`config.mk`:
```
export PLATFORM = sky130hd
export DESIGN_NAME = lfu_cache_with_lru_tiebreak
export DESIGN_NICKNAME = d
export VERILOG_FILES = /design/src/hdl/lfuc_pkg.sv /design/src/hdl/lfuc_ram.sv /design/src/hdl/lfu_cache_with_lru_tiebreak.sv
export SDC_FILE = /design/constraint.sdc
export NUM_CORES = 2
export LEC_CHECK = 0
export BUFFER_PORTS_ARGS = -buffer_cell sky130_fd_sc_hd__buf_2
export CAP_MARGIN = 10
export CORE_AREA = 2 2 226 451
export CTS_CLUSTER_SIZE = 24
export DETAILED_ROUTE_END_ITERATION = 12
export DIE_AREA = 0 0 228 453
export PLACE_DENSITY_LB_ADDON = 0.12
export REMOVE_ABC_BUFFERS = 1
export SLEW_MARGIN = 20
export SYNTH_ARGS = -nofsm -noshare
export SYNTH_HDL_FRONTEND = slang
export SYNTH_SLANG_ARGS = --single-unit
```
`constraint.sdc`:
```
create_clock -name clk -period 34.1 [get_ports clk]
set_input_delay 1.705 -clock clk [delete_from_list [all_inputs] [get_ports clk]]
set_output_delay 1.705 -clock clk [all_outputs]
set_load 0.02 [all_outputs]
```
`src/hdl/lfuc_pkg.sv`:
```
// Shared types and constants for the LFU cache with LRU tie-break.
package lfuc_pkg;

    // Field widths fixed by the interface
    localparam int KEY_W   = 32;
    localparam int DATA_W  = 32;
    localparam int COUNT_W = 16;
    localparam int CAP_W   = 5;

    // Build-time defaults
    localparam int MAX_ENTRIES_DEF = 16;
    localparam int RAM_WIDTH_DEF   = 84;

    // Register reset and special values
    localparam logic [CAP_W-1:0]   CAP_RESET  = 5'd16;
    localparam logic [COUNT_W-1:0] COUNT_MAX  = '1;
    localparam logic [COUNT_W-1:0] COUNT_ONE  = 16'd1;
    localparam logic [DATA_W-1:0]  MISS_VALUE = '1;
    localparam logic [DATA_W-1:0]  PUT_VALUE  = '0;

    // Request codes
    localparam logic ACT_GET = 1'b0;
    localparam logic ACT_PUT = 1'b1;

    // Control sequencer states
    typedef enum logic [2:0] {
        S_IDLE,
        S_SCAN,
        S_DECIDE,
        S_UPDATE,
        S_DONE
    } state_t;

endpackage

```
`src/hdl/lfuc_ram.sv`:
```
// Generic simple dual-port RAM with one write port and a registered read port.
module lfuc_ram
    import lfuc_pkg::*;
#(
    parameter int WIDTH = RAM_WIDTH_DEF,
    parameter int DEPTH = MAX_ENTRIES_DEF
)
(
    input  logic                                      clk,
    input  logic                                      wr_en,
    input  logic [((DEPTH > 1) ? $clog2(DEPTH) : 1)-1:0] wr_addr,
    input  logic [WIDTH-1:0]                          wr_data,
    input  logic                                      rd_en,
    input  logic [((DEPTH > 1) ? $clog2(DEPTH) : 1)-1:0] rd_addr,
    output logic [WIDTH-1:0]                          rd_data
);

    logic [WIDTH-1:0] mem [DEPTH];

    // Write port
    always_ff @(posedge clk)
    begin
        if (wr_en)
        begin
            mem[wr_addr] <= wr_data;
        end
    end

    // Registered read port
    always_ff @(posedge clk)
    begin
        if (rd_en)
        begin
            rd_data <= mem[rd_addr];
        end
    end

endmodule

```
`src/hdl/lfu_cache_with_lru_tiebreak.sv`:
```
// LFU key-value cache with least-recently-used tie-break: top level.
//
// Channels: a request channel (in_valid/in_ready with action, key, value), a
// result channel (out_valid/out_ready with hit, read_value) and a capacity
// write channel (cfg_valid/cfg_ready with cfg_data), all valid/ready.
// Every request gives exactly one result: get hit returns the stored value,
// get miss returns -1 with hit low, put returns 0 with hit telling whether
// the key was already present.
// Each entry (key, data, use count, recency rank) sits in one RAM word; valid
// bits and the fill count sit in flip-flops. A request makes one read pass
// over all MAX_ENTRIES words to find the key, the first free slot and the
// victim (lowest count, then oldest rank), decides in S_DECIDE, then
// makes a second read-modify-write pass to adjust ranks and write the target.
// A hit or an inserting put makes both passes; a get miss or a put that
// stores nothing makes only the first. The next request is taken in the
// cycle after the result is loaded; the two passes over the single RAM
// read port set the rate.
// Reset empties the cache at once (valid bits clear) and sets capacity to 16.
// A stalled result waits in the output register while the next request is
// accepted; that request then holds in its last cycle until the register
// frees.
module lfu_cache_with_lru_tiebreak
    import lfuc_pkg::*;
#(
    parameter int MAX_ENTRIES = MAX_ENTRIES_DEF
)
(
    input  logic                     clk,
    input  logic                     rst_n,
    // request channel
    input  logic                     in_valid,
    output logic                     in_ready,
    input  logic                     action,
    input  logic signed [KEY_W-1:0]  key,
    input  logic signed [DATA_W-1:0] value,
    // result channel
    output logic                     out_valid,
    input  logic                     out_ready,
    output logic                     hit,
    output logic signed [DATA_W-1:0] read_value,
    // capacity write channel
    input  logic                     cfg_valid,
    output logic                     cfg_ready,
    input  logic [CAP_W-1:0]         cfg_data
);

    localparam int IW = (MAX_ENTRIES > 1) ? $clog2(MAX_ENTRIES) : 1;
    localparam int RW = IW;
    localparam int HW = $clog2(MAX_ENTRIES + 1);
    localparam int CW = (HW > CAP_W) ? HW : CAP_W;
    localparam int EW = KEY_W + DATA_W + COUNT_W + RW;
    localparam logic [IW-1:0] LAST_IDX  = IW'(MAX_ENTRIES - 1);
    localparam logic [CW-1:0] CAP_LIMIT = CW'(MAX_ENTRIES);

    // Control state
    state_t state_reg, state_next;
    logic [CAP_W-1:0]       capacity_reg;
    logic [MAX_ENTRIES-1:0] valid_reg;
    logic [MAX_ENTRIES-1:0] valid_next;
    logic [HW-1:0]          held_reg;
    logic                   out_valid_reg;
    logic                   issue_reg;
    logic [IW-1:0]          idx_reg;
    logic                   rsp_vld_reg;
    logic [IW-1:0]          rsp_idx_reg;

    // Request capture
    logic                   action_reg;
    logic [KEY_W-1:0]       key_reg;
    logic [DATA_W-1:0]      value_reg;

    // Scan results
    logic                   fnd_reg;
    logic [IW-1:0]          fidx_reg;
    logic [RW-1:0]          frank_reg;
    logic [DATA_W-1:0]      fdata_reg;
    logic                   free_fnd_reg;
    logic [IW-1:0]          free_idx_reg;
    logic                   vic_fnd_reg;
    logic [IW-1:0]          vic_idx_reg;
    logic [RW-1:0]          vic_rank_reg;
    logic [COUNT_W-1:0]     vic_count_reg;

    // Decision
    logic                   ins_reg;
    logic                   evict_reg;
    logic [IW-1:0]          tgt_reg;
    logic                   res_hit_reg;
    logic [DATA_W-1:0]      res_value_reg;
    logic                   hit_reg;
    logic [DATA_W-1:0]      read_value_reg;

    // Sequencer decode
    logic in_xfer;
    logic rd_en;
    logic phase_start;
    logic phase_end;
    logic out_load;

    // RAM ports
    logic          wr_en;
    logic [EW-1:0] wr_data;
    logic [EW-1:0] rd_data;

    // Entry fields of the word just read
    logic [KEY_W-1:0]   ent_key;
    logic [DATA_W-1:0]  ent_data;
    logic [COUNT_W-1:0] ent_count;
    logic [RW-1:0]      ent_rank;
    logic               ent_valid;

    // Decision terms
    logic               is_put;
    logic [CW-1:0]      cap_ext;
    logic [CW-1:0]      cap_eff;
    logic [CW-1:0]      held_ext;
    logic [CW-1:0]      held_after;
    logic               do_evict;
    logic               do_insert;
    logic               do_update;
    logic [IW-1:0]      slot;

    // Target word fields
    logic [DATA_W-1:0]  new_data;
    logic [COUNT_W-1:0] new_count;
    logic [RW-1:0]      adj_rank;

    assign cfg_ready  = 1'b1;
    assign out_valid  = out_valid_reg;
    assign hit        = hit_reg;
    assign read_value = read_value_reg;

    assign ent_key   = rd_data[EW-1 -: KEY_W];
    assign ent_data  = rd_data[EW-KEY_W-1 -: DATA_W];
    assign ent_count = rd_data[RW +: COUNT_W];
    assign ent_rank  = rd_data[RW-1:0];
    assign ent_valid = valid_reg[rsp_idx_reg];

    // Entry store
    lfuc_ram #(
        .WIDTH (EW),
        .DEPTH (MAX_ENTRIES)
    ) u_ram (
        .clk     (clk),
        .wr_en   (wr_en),
        .wr_addr (rsp_idx_reg),
        .wr_data (wr_data),
        .rd_en   (rd_en),
        .rd_addr (idx_reg),
        .rd_data (rd_data)
    );

    // Next state
    always_comb
    begin
        state_next = state_reg;
        case (state_reg)
            S_IDLE:
            begin
                if (in_valid)
                begin
                    state_next = S_SCAN;
                end
            end
            S_SCAN:
            begin
                if (phase_end)
                begin
                    state_next = S_DECIDE;
                end
            end
            S_DECIDE:
            begin
                state_next = do_update ? S_UPDATE : S_DONE;
            end
            S_UPDATE:
            begin
                if (phase_end)
                begin
                    state_next = S_DONE;
                end
            end
            S_DONE:
            begin
                if (!out_valid_reg || out_ready)
                begin
                    state_next = S_IDLE;
                end
            end
            default:
            begin
                state_next = S_IDLE;
            end
        endcase
    end

    // Sequencer outputs
    always_comb
    begin
        in_ready    = 1'b0;
        rd_en       = 1'b0;
        out_load    = 1'b0;
        phase_start = 1'b0;
        case (state_reg)
            S_IDLE:
            begin
                in_ready    = 1'b1;
                phase_start = in_valid;
            end
            S_SCAN:
            begin
                rd_en = issue_reg;
            end
            S_DECIDE:
            begin
                phase_start = do_update;
            end
            S_UPDATE:
            begin
                rd_en = issue_reg;
            end
            S_DONE:
            begin
                out_load = !out_valid_reg || out_ready;
            end
            default:
            begin
                in_ready = 1'b0;
            end
        endcase
    end

    assign in_xfer   = in_valid && in_ready;
    assign phase_end = rsp_vld_reg && (rsp_idx_reg == LAST_IDX);

    // Work out eviction and insertion from the scan results
    always_comb
    begin
        is_put     = (action_reg == ACT_PUT);
        cap_ext    = CW'(capacity_reg);
        cap_eff    = (cap_ext > CAP_LIMIT) ? CAP_LIMIT : cap_ext;
        held_ext   = CW'(held_reg);
        do_evict   = is_put && !fnd_reg && (held_ext == cap_eff) && (held_ext != '0);
        held_after = held_ext - CW'(do_evict);
        do_insert  = is_put && !fnd_reg && (held_after < cap_eff);
        do_update  = fnd_reg || do_insert;
        if (do_evict)
        begin
            slot = (free_fnd_reg && (free_idx_reg < vic_idx_reg)) ? free_idx_reg : vic_idx_reg;
        end
        else
        begin
            slot = free_idx_reg;
        end
    end

    // Drop the victim, claim the slot
    always_comb
    begin
        valid_next = valid_reg;
        if (state_reg == S_DECIDE)
        begin
            if (do_evict)
            begin
                valid_next[vic_idx_reg] = 1'b0;
            end
            if (do_insert)
            begin
                valid_next[slot] = 1'b1;
            end
        end
    end

    // Build the write-back word for the entry just read
    always_comb
    begin
        new_data  = is_put ? value_reg : ent_data;
        new_count = ins_reg ? COUNT_ONE :
                    ((ent_count == COUNT_MAX) ? ent_count : ent_count + COUNT_ONE);
        if (ins_reg)
        begin
            adj_rank = ent_rank + RW'(1) - RW'(evict_reg && (ent_rank > vic_rank_reg));
        end
        else
        begin
            adj_rank = ent_rank + RW'(ent_rank < frank_reg);
        end
        wr_en   = 1'b0;
        wr_data = rd_data;
        if (state_reg == S_UPDATE && rsp_vld_reg)
        begin
            if (rsp_idx_reg == tgt_reg)
            begin
                wr_en   = 1'b1;
                wr_data = {key_reg, new_data, new_count, RW'(0)};
            end
            else if (ent_valid)
            begin
                wr_en   = 1'b1;
                wr_data = {ent_key, ent_data, ent_count, adj_rank};
            end
        end
    end

    // Control registers
    always_ff @(posedge clk or negedge rst_n)
    begin
        if (!rst_n)
        begin
            state_reg     <= S_IDLE;
            capacity_reg  <= CAP_RESET;
            valid_reg     <= '0;
            held_reg      <= '0;
            out_valid_reg <= 1'b0;
            issue_reg     <= 1'b0;
            idx_reg       <= '0;
            rsp_vld_reg   <= 1'b0;
            rsp_idx_reg   <= '0;
        end
        else
        begin
            state_reg <= state_next;
            valid_reg <= valid_next;

            // Capacity transfer
            if (cfg_valid)
            begin
                capacity_reg <= cfg_data;
            end

            // Address sweep for either pass
            if (phase_start)
            begin
                idx_reg   <= '0;
                issue_reg <= 1'b1;
            end
            else if (rd_en)
            begin
                if (idx_reg == LAST_IDX)
                begin
                    issue_reg <= 1'b0;
                end
                else
                begin
                    idx_reg <= idx_reg + IW'(1);
                end
            end
            rsp_vld_reg <= rd_en;
            rsp_idx_reg <= idx_reg;

            // Advance the fill count
            if (state_reg == S_DECIDE)
            begin
                held_reg <= held_reg - HW'(do_evict) + HW'(do_insert);
            end

            // Output register
            if (out_load)
            begin
                out_valid_reg <= 1'b1;
            end
            else if (out_ready)
            begin
                out_valid_reg <= 1'b0;
            end
        end
    end

    // Payload registers
    always_ff @(posedge clk)
    begin
        // Capture the request and clear the scan trackers
        if (in_xfer)
        begin
            action_reg   <= action;
            key_reg      <= key;
            value_reg    <= value;
            fnd_reg      <= 1'b0;
            free_fnd_reg <= 1'b0;
            vic_fnd_reg  <= 1'b0;
        end

        // Track first match, first free slot and victim during the scan
        if (state_reg == S_SCAN && rsp_vld_reg)
        begin
            if (ent_valid)
            begin
                if (!fnd_reg && ent_key == key_reg)
                begin
                    fnd_reg   <= 1'b1;
                    fidx_reg  <= rsp_idx_reg;
                    frank_reg <= ent_rank;
                    fdata_reg <= ent_data;
                end
                if (!vic_fnd_reg || ent_count < vic_count_reg ||
                    (ent_count == vic_count_reg && ent_rank > vic_rank_reg))
                begin
                    vic_fnd_reg   <= 1'b1;
                    vic_idx_reg   <= rsp_idx_reg;
                    vic_rank_reg  <= ent_rank;
                    vic_count_reg <= ent_count;
                end
            end
            else if (!free_fnd_reg)
            begin
                free_fnd_reg <= 1'b1;
                free_idx_reg <= rsp_idx_reg;
            end
        end

        // Settle the update and the result
        if (state_reg == S_DECIDE)
        begin
            ins_reg     <= do_insert;
            evict_reg   <= do_evict;
            tgt_reg     <= fnd_reg ? fidx_reg : slot;
            res_hit_reg <= fnd_reg;
            if (is_put)
            begin
                res_value_reg <= PUT_VALUE;
            end
            else
            begin
                res_value_reg <= fnd_reg ? fdata_reg : MISS_VALUE;
            end
        end

        if (out_load)
        begin
            hit_reg        <= res_hit_reg;
            read_value_reg <= res_value_reg;
        end
    end

endmodule

```
==> impl_metrics.toml <==
[cts]
cts_tree = "built"
clk_pin_slew_ns = 0.07
cts_sinks = 1676
cts_setup_buffers = 0
cts_resized = 0
ctsHoldBuffers = 0
cts.path.max_buffers = 3
htreeDepth = 4
root_buffer = "clkbuf_16"
insertion_delay_ns = 0.77
cts_buffers = 141

[floorplanning]
die_w_um = 228
core-area_sq_mm = 0.09973
ios = 111
die_h_um = 453
initial_utilization_pct = 64.70
dieArea_sq_mm = 0.1033
row_count = 164

[logic_synthesis]
synth_cell_type_count = 71
synthCells = 2913
synth_area_sq_mm = 0.06452
synth_edf_count = 1633
seq_area_frac_synth_pct = 77.64
async_flop_share_pct = 2.387
yosysWarnings = 0
syn_avg_cell_area_sq_um = 22.15
synth_seq_cells = 1676
synth-main-ff-cell = "edfxtp_1"

[worst_setup_path]
rr_worst_depth = 13
worstPathMaxFanout = 20
cp-end-kind = "flop"
start_kind = "flop"
cp-startpoint = "held_ext[2]$_DFFE_PN0N_"
r2r-start = "held_ext[2]$_DFFE_PN0N_"
worstSetupPathType = "flop to flop"
crit_required_ns = 34.71
critPathArrivalTime_ns = 5.62

[cells_and_area]
largest-register = "u_ram.mem"
largestRegisters = "u_ram.mem x1344, u_ram.rd_data x84"
fill_cells = 5878
fin_nets = 3201
drive_above_1_share_pct = 27.37
fin_area_sq_mm = 0.07125
synthToLayoutAreaGrowth_pct = 10.42
largest_register_ffs = 1344

[sta]
max_freq_mhz = 199.4
max_slew.worst_pin.slew_ns = 1.102
fin_setup_tns_ns = 0
rsz0062_at_grt = "false"
period_minus_slack_ns = 5.014
finalMaxSlewViolations = 0
skew_ns = 0.04034
hold_viol = 0
slew_headroom_pct = 26.57
final-setup-viol-count = 0
fin_crit_sh_pct = 14.70

[place]
dpl.hpwl_um = 69590
globalplace.congestion = 0.8596
placed_cell_area_sq_mm = 0.06674
port_buffers = 109

[grt]
track_usage_pct = 28.81
grt_pass1_wl_um = 212800
grt_max_degree = 168
grt-ovfl-total = 0
grt_pass1_vias = 32160
antenna_found_initial = 1

[drt]
firstDrtPassIters = 7
viasPerCell = 6.749
drt_iter0_drc = 3628
vias = 30550
drc = 0
totalWireLength_um = 144200
avgRoutedWirePerCell_um = 31.87
postRouteAntennaNets = 0

[power]
p_comb_share_pct = 23.8
p_leak_nw = 22.74
power_switching_w = 0.001663
seqPwrFrac_pct = 49.2
clock_power_share_pct = 27.0
peakVddDrop_mv = 0.08522
p_sw_share_pct = 28.27
cellPowerDensity_mw_per_mm2 = 82.59
intPower_w = 0.004221

[outcome]
status = "completed"

[worst_hold_path]
min_path_type = "flop to flop"
worstHoldStart = "res_value_reg[16]$_SDFFCE_PP0N_"
min_path_cells = 0

[job]
maxCapViolations = 0
-- area by class of cell --
class | count | area (sq um) | share of cell area [%]
clock buffers | 175 | 3847 | 5.400
clock inverters | 80 | 646.9 | 0.9079
repair buffers | 164 | 1050 | 1.473
diodes | 1 | 2.502 | 0.003512
inverters | 76 | 286.5 | 0.4021
well taps | 1328 | 1662 | 2.332
flip-flops and latches | 1676 | 50120 | 70.34
multi-input cells | 1026 | 13640 | 19.14
-- cell families after synthesis --
| logic type | Yosys count | synth area share, % |
|---|---|---|
| other cells | 1 | 0.005812 |
| mux | 468 | 15.52 |
| compound gates | 151 | 1.546 |
| xor+xnor | 57 | 0.7737 |
| flops | 1676 | 77.64 |
| fa+ha+maj | 41 | 0.7950 |
| simple gates | 308 | 2.323 |
| buf+inv | 211 | 1.394 |
-- cell usage in the layout (no fill, tap or decap), drive strengths merged, types with 10 or more instances in the layout --
cell type,n
edfxtp,1633
mux4,421
clkbuf,175
buf,164
nand2,138
inv,83
clkinv,60
a21oi,53
nor2,46
mux2,43
ha,41
o21ai,39
dfrtp,39
xor2,31
nand4,28
xnor2,26
o311ai,18
nor3,18
nand3,16
nor4,15
nand2b,10
-- stage by stage --
| stage | util [%] | instances | setup slack (ns) | hold slack [ns] | power (W) |
|---|---|---|---|---|---|
| 2_1_floorplan | - | 2778 | 19.72 | 0.4003 | 0.004313 |
| 3_3_place_gp | 66.92 | 4270 | 29.26 | 0.4016 | 0.004268 |
| 3_5_place_dp | 66.93 | 4270 | 28.89 | 0.4045 | 0.004335 |
| 4_1_cts | 71.43 | 4525 | 28.89 | 0.4127 | 0.005918 |
| 5_1_grt | 71.45 | 4526 | 28.77 | 0.4140 | 0.006104 |
| 6_report | 71.45 | 4526 | 29.09 | 0.4150 | 0.005884 |
-- critical path, cell delays in order, from the launching register on --
cell and delay [ns]:
dfrtp_1 0.54, nor4b_1 0.32, a32oi_1 0.17, a2111oi_4 0.59, ha_1 0.29, ha_1 0.24, nor3b_1 0.27, xor2_1 0.28
ha_1 0.31, a211oi_1 0.31, nand2_1 0.17, nor3_4 0.64, nand3_1 0.25, o311ai_0 0.48
-- routing by layer --
| layer | GRT usage (%) | part of all wire [%] | vias to the layer above | wire (um) |
|---|---|---|---|---|
| met4 | 11.42 | 3.8 | 0 | 5418 |
| li1 | - | - | 12440 | - |
| met5 | 0 | 0 | - | 0 |
| met1 | 38.16 | 37 | 16230 | 53030 |
| met2 | 49.21 | 52 | 1547 | 75530 |
| met3 | 4.131 | 7.1 | 328 | 10250 |
-- cells in the mapped netlist, types with 4 or more instances --
cell type,number,area [sq um]
buf_2,46,230.2
mux4_2,421,9482
a211oi_1,5,37.54
mux2_2,41,461.7
nor4_1,14,87.58
a21oi_1,53,265.3
and4_1,4,35.03
nor2b_1,5,31.28
or2_2,4,25.02
nand2_1,137,514.2
edfxtp_1,1633,49040
o22a_1,5,43.79
buf_1,5,18.77
dfrtp_1,39,975.9
a21o_1,4,30.03
o311ai_0,16,140.1
nand2b_1,10,62.56
nor3b_1,4,30.03
nand4_1,28,175.2
xnor2_1,26,227.7
mux2i_1,4,40.04
nor2_1,45,168.9
buf_6,4,45.04
nand3_1,16,80.08
o21ai_0,39,195.2
a31o_2,4,35.03
and3_1,7,43.79
xor2_1,31,271.5
ha_1,41,513.0
inv_1,75,281.5
clkbuf_1,76,285.3
nor3_1,18,90.09
-- worst paths after layout --
check,to,slack (ns)
max in group asynchronous,idx_reg[2]$_DFFE_PN0P_,32.31
worst max-delay path,valid_reg[12]$_DFFE_PN0N_,29.09
worst min register to register,read_value[16]$_DFFE_PP_,0.41
worst min-delay path,read_value[16]$_DFFE_PP_,0.41
worst max register to register,valid_reg[12]$_DFFE_PN0N_,29.09
min in group asynchronous,idx_reg[0]$_DFFE_PN0P_,1.10
-- power groups by stage --
stage	Combinational, W	Clock, W	Sequential, W
finish	0.00140	0.00159	0.00290
global route	0.00151	0.00168	0.00291
CTS	0.00141	0.00161	0.00289
detailed placement	0.00140	0	0.00293
global placement	0.00134	0	0.00293
floorplan	0.00129	0	0.00302
(Power assumes the default switching activity.)
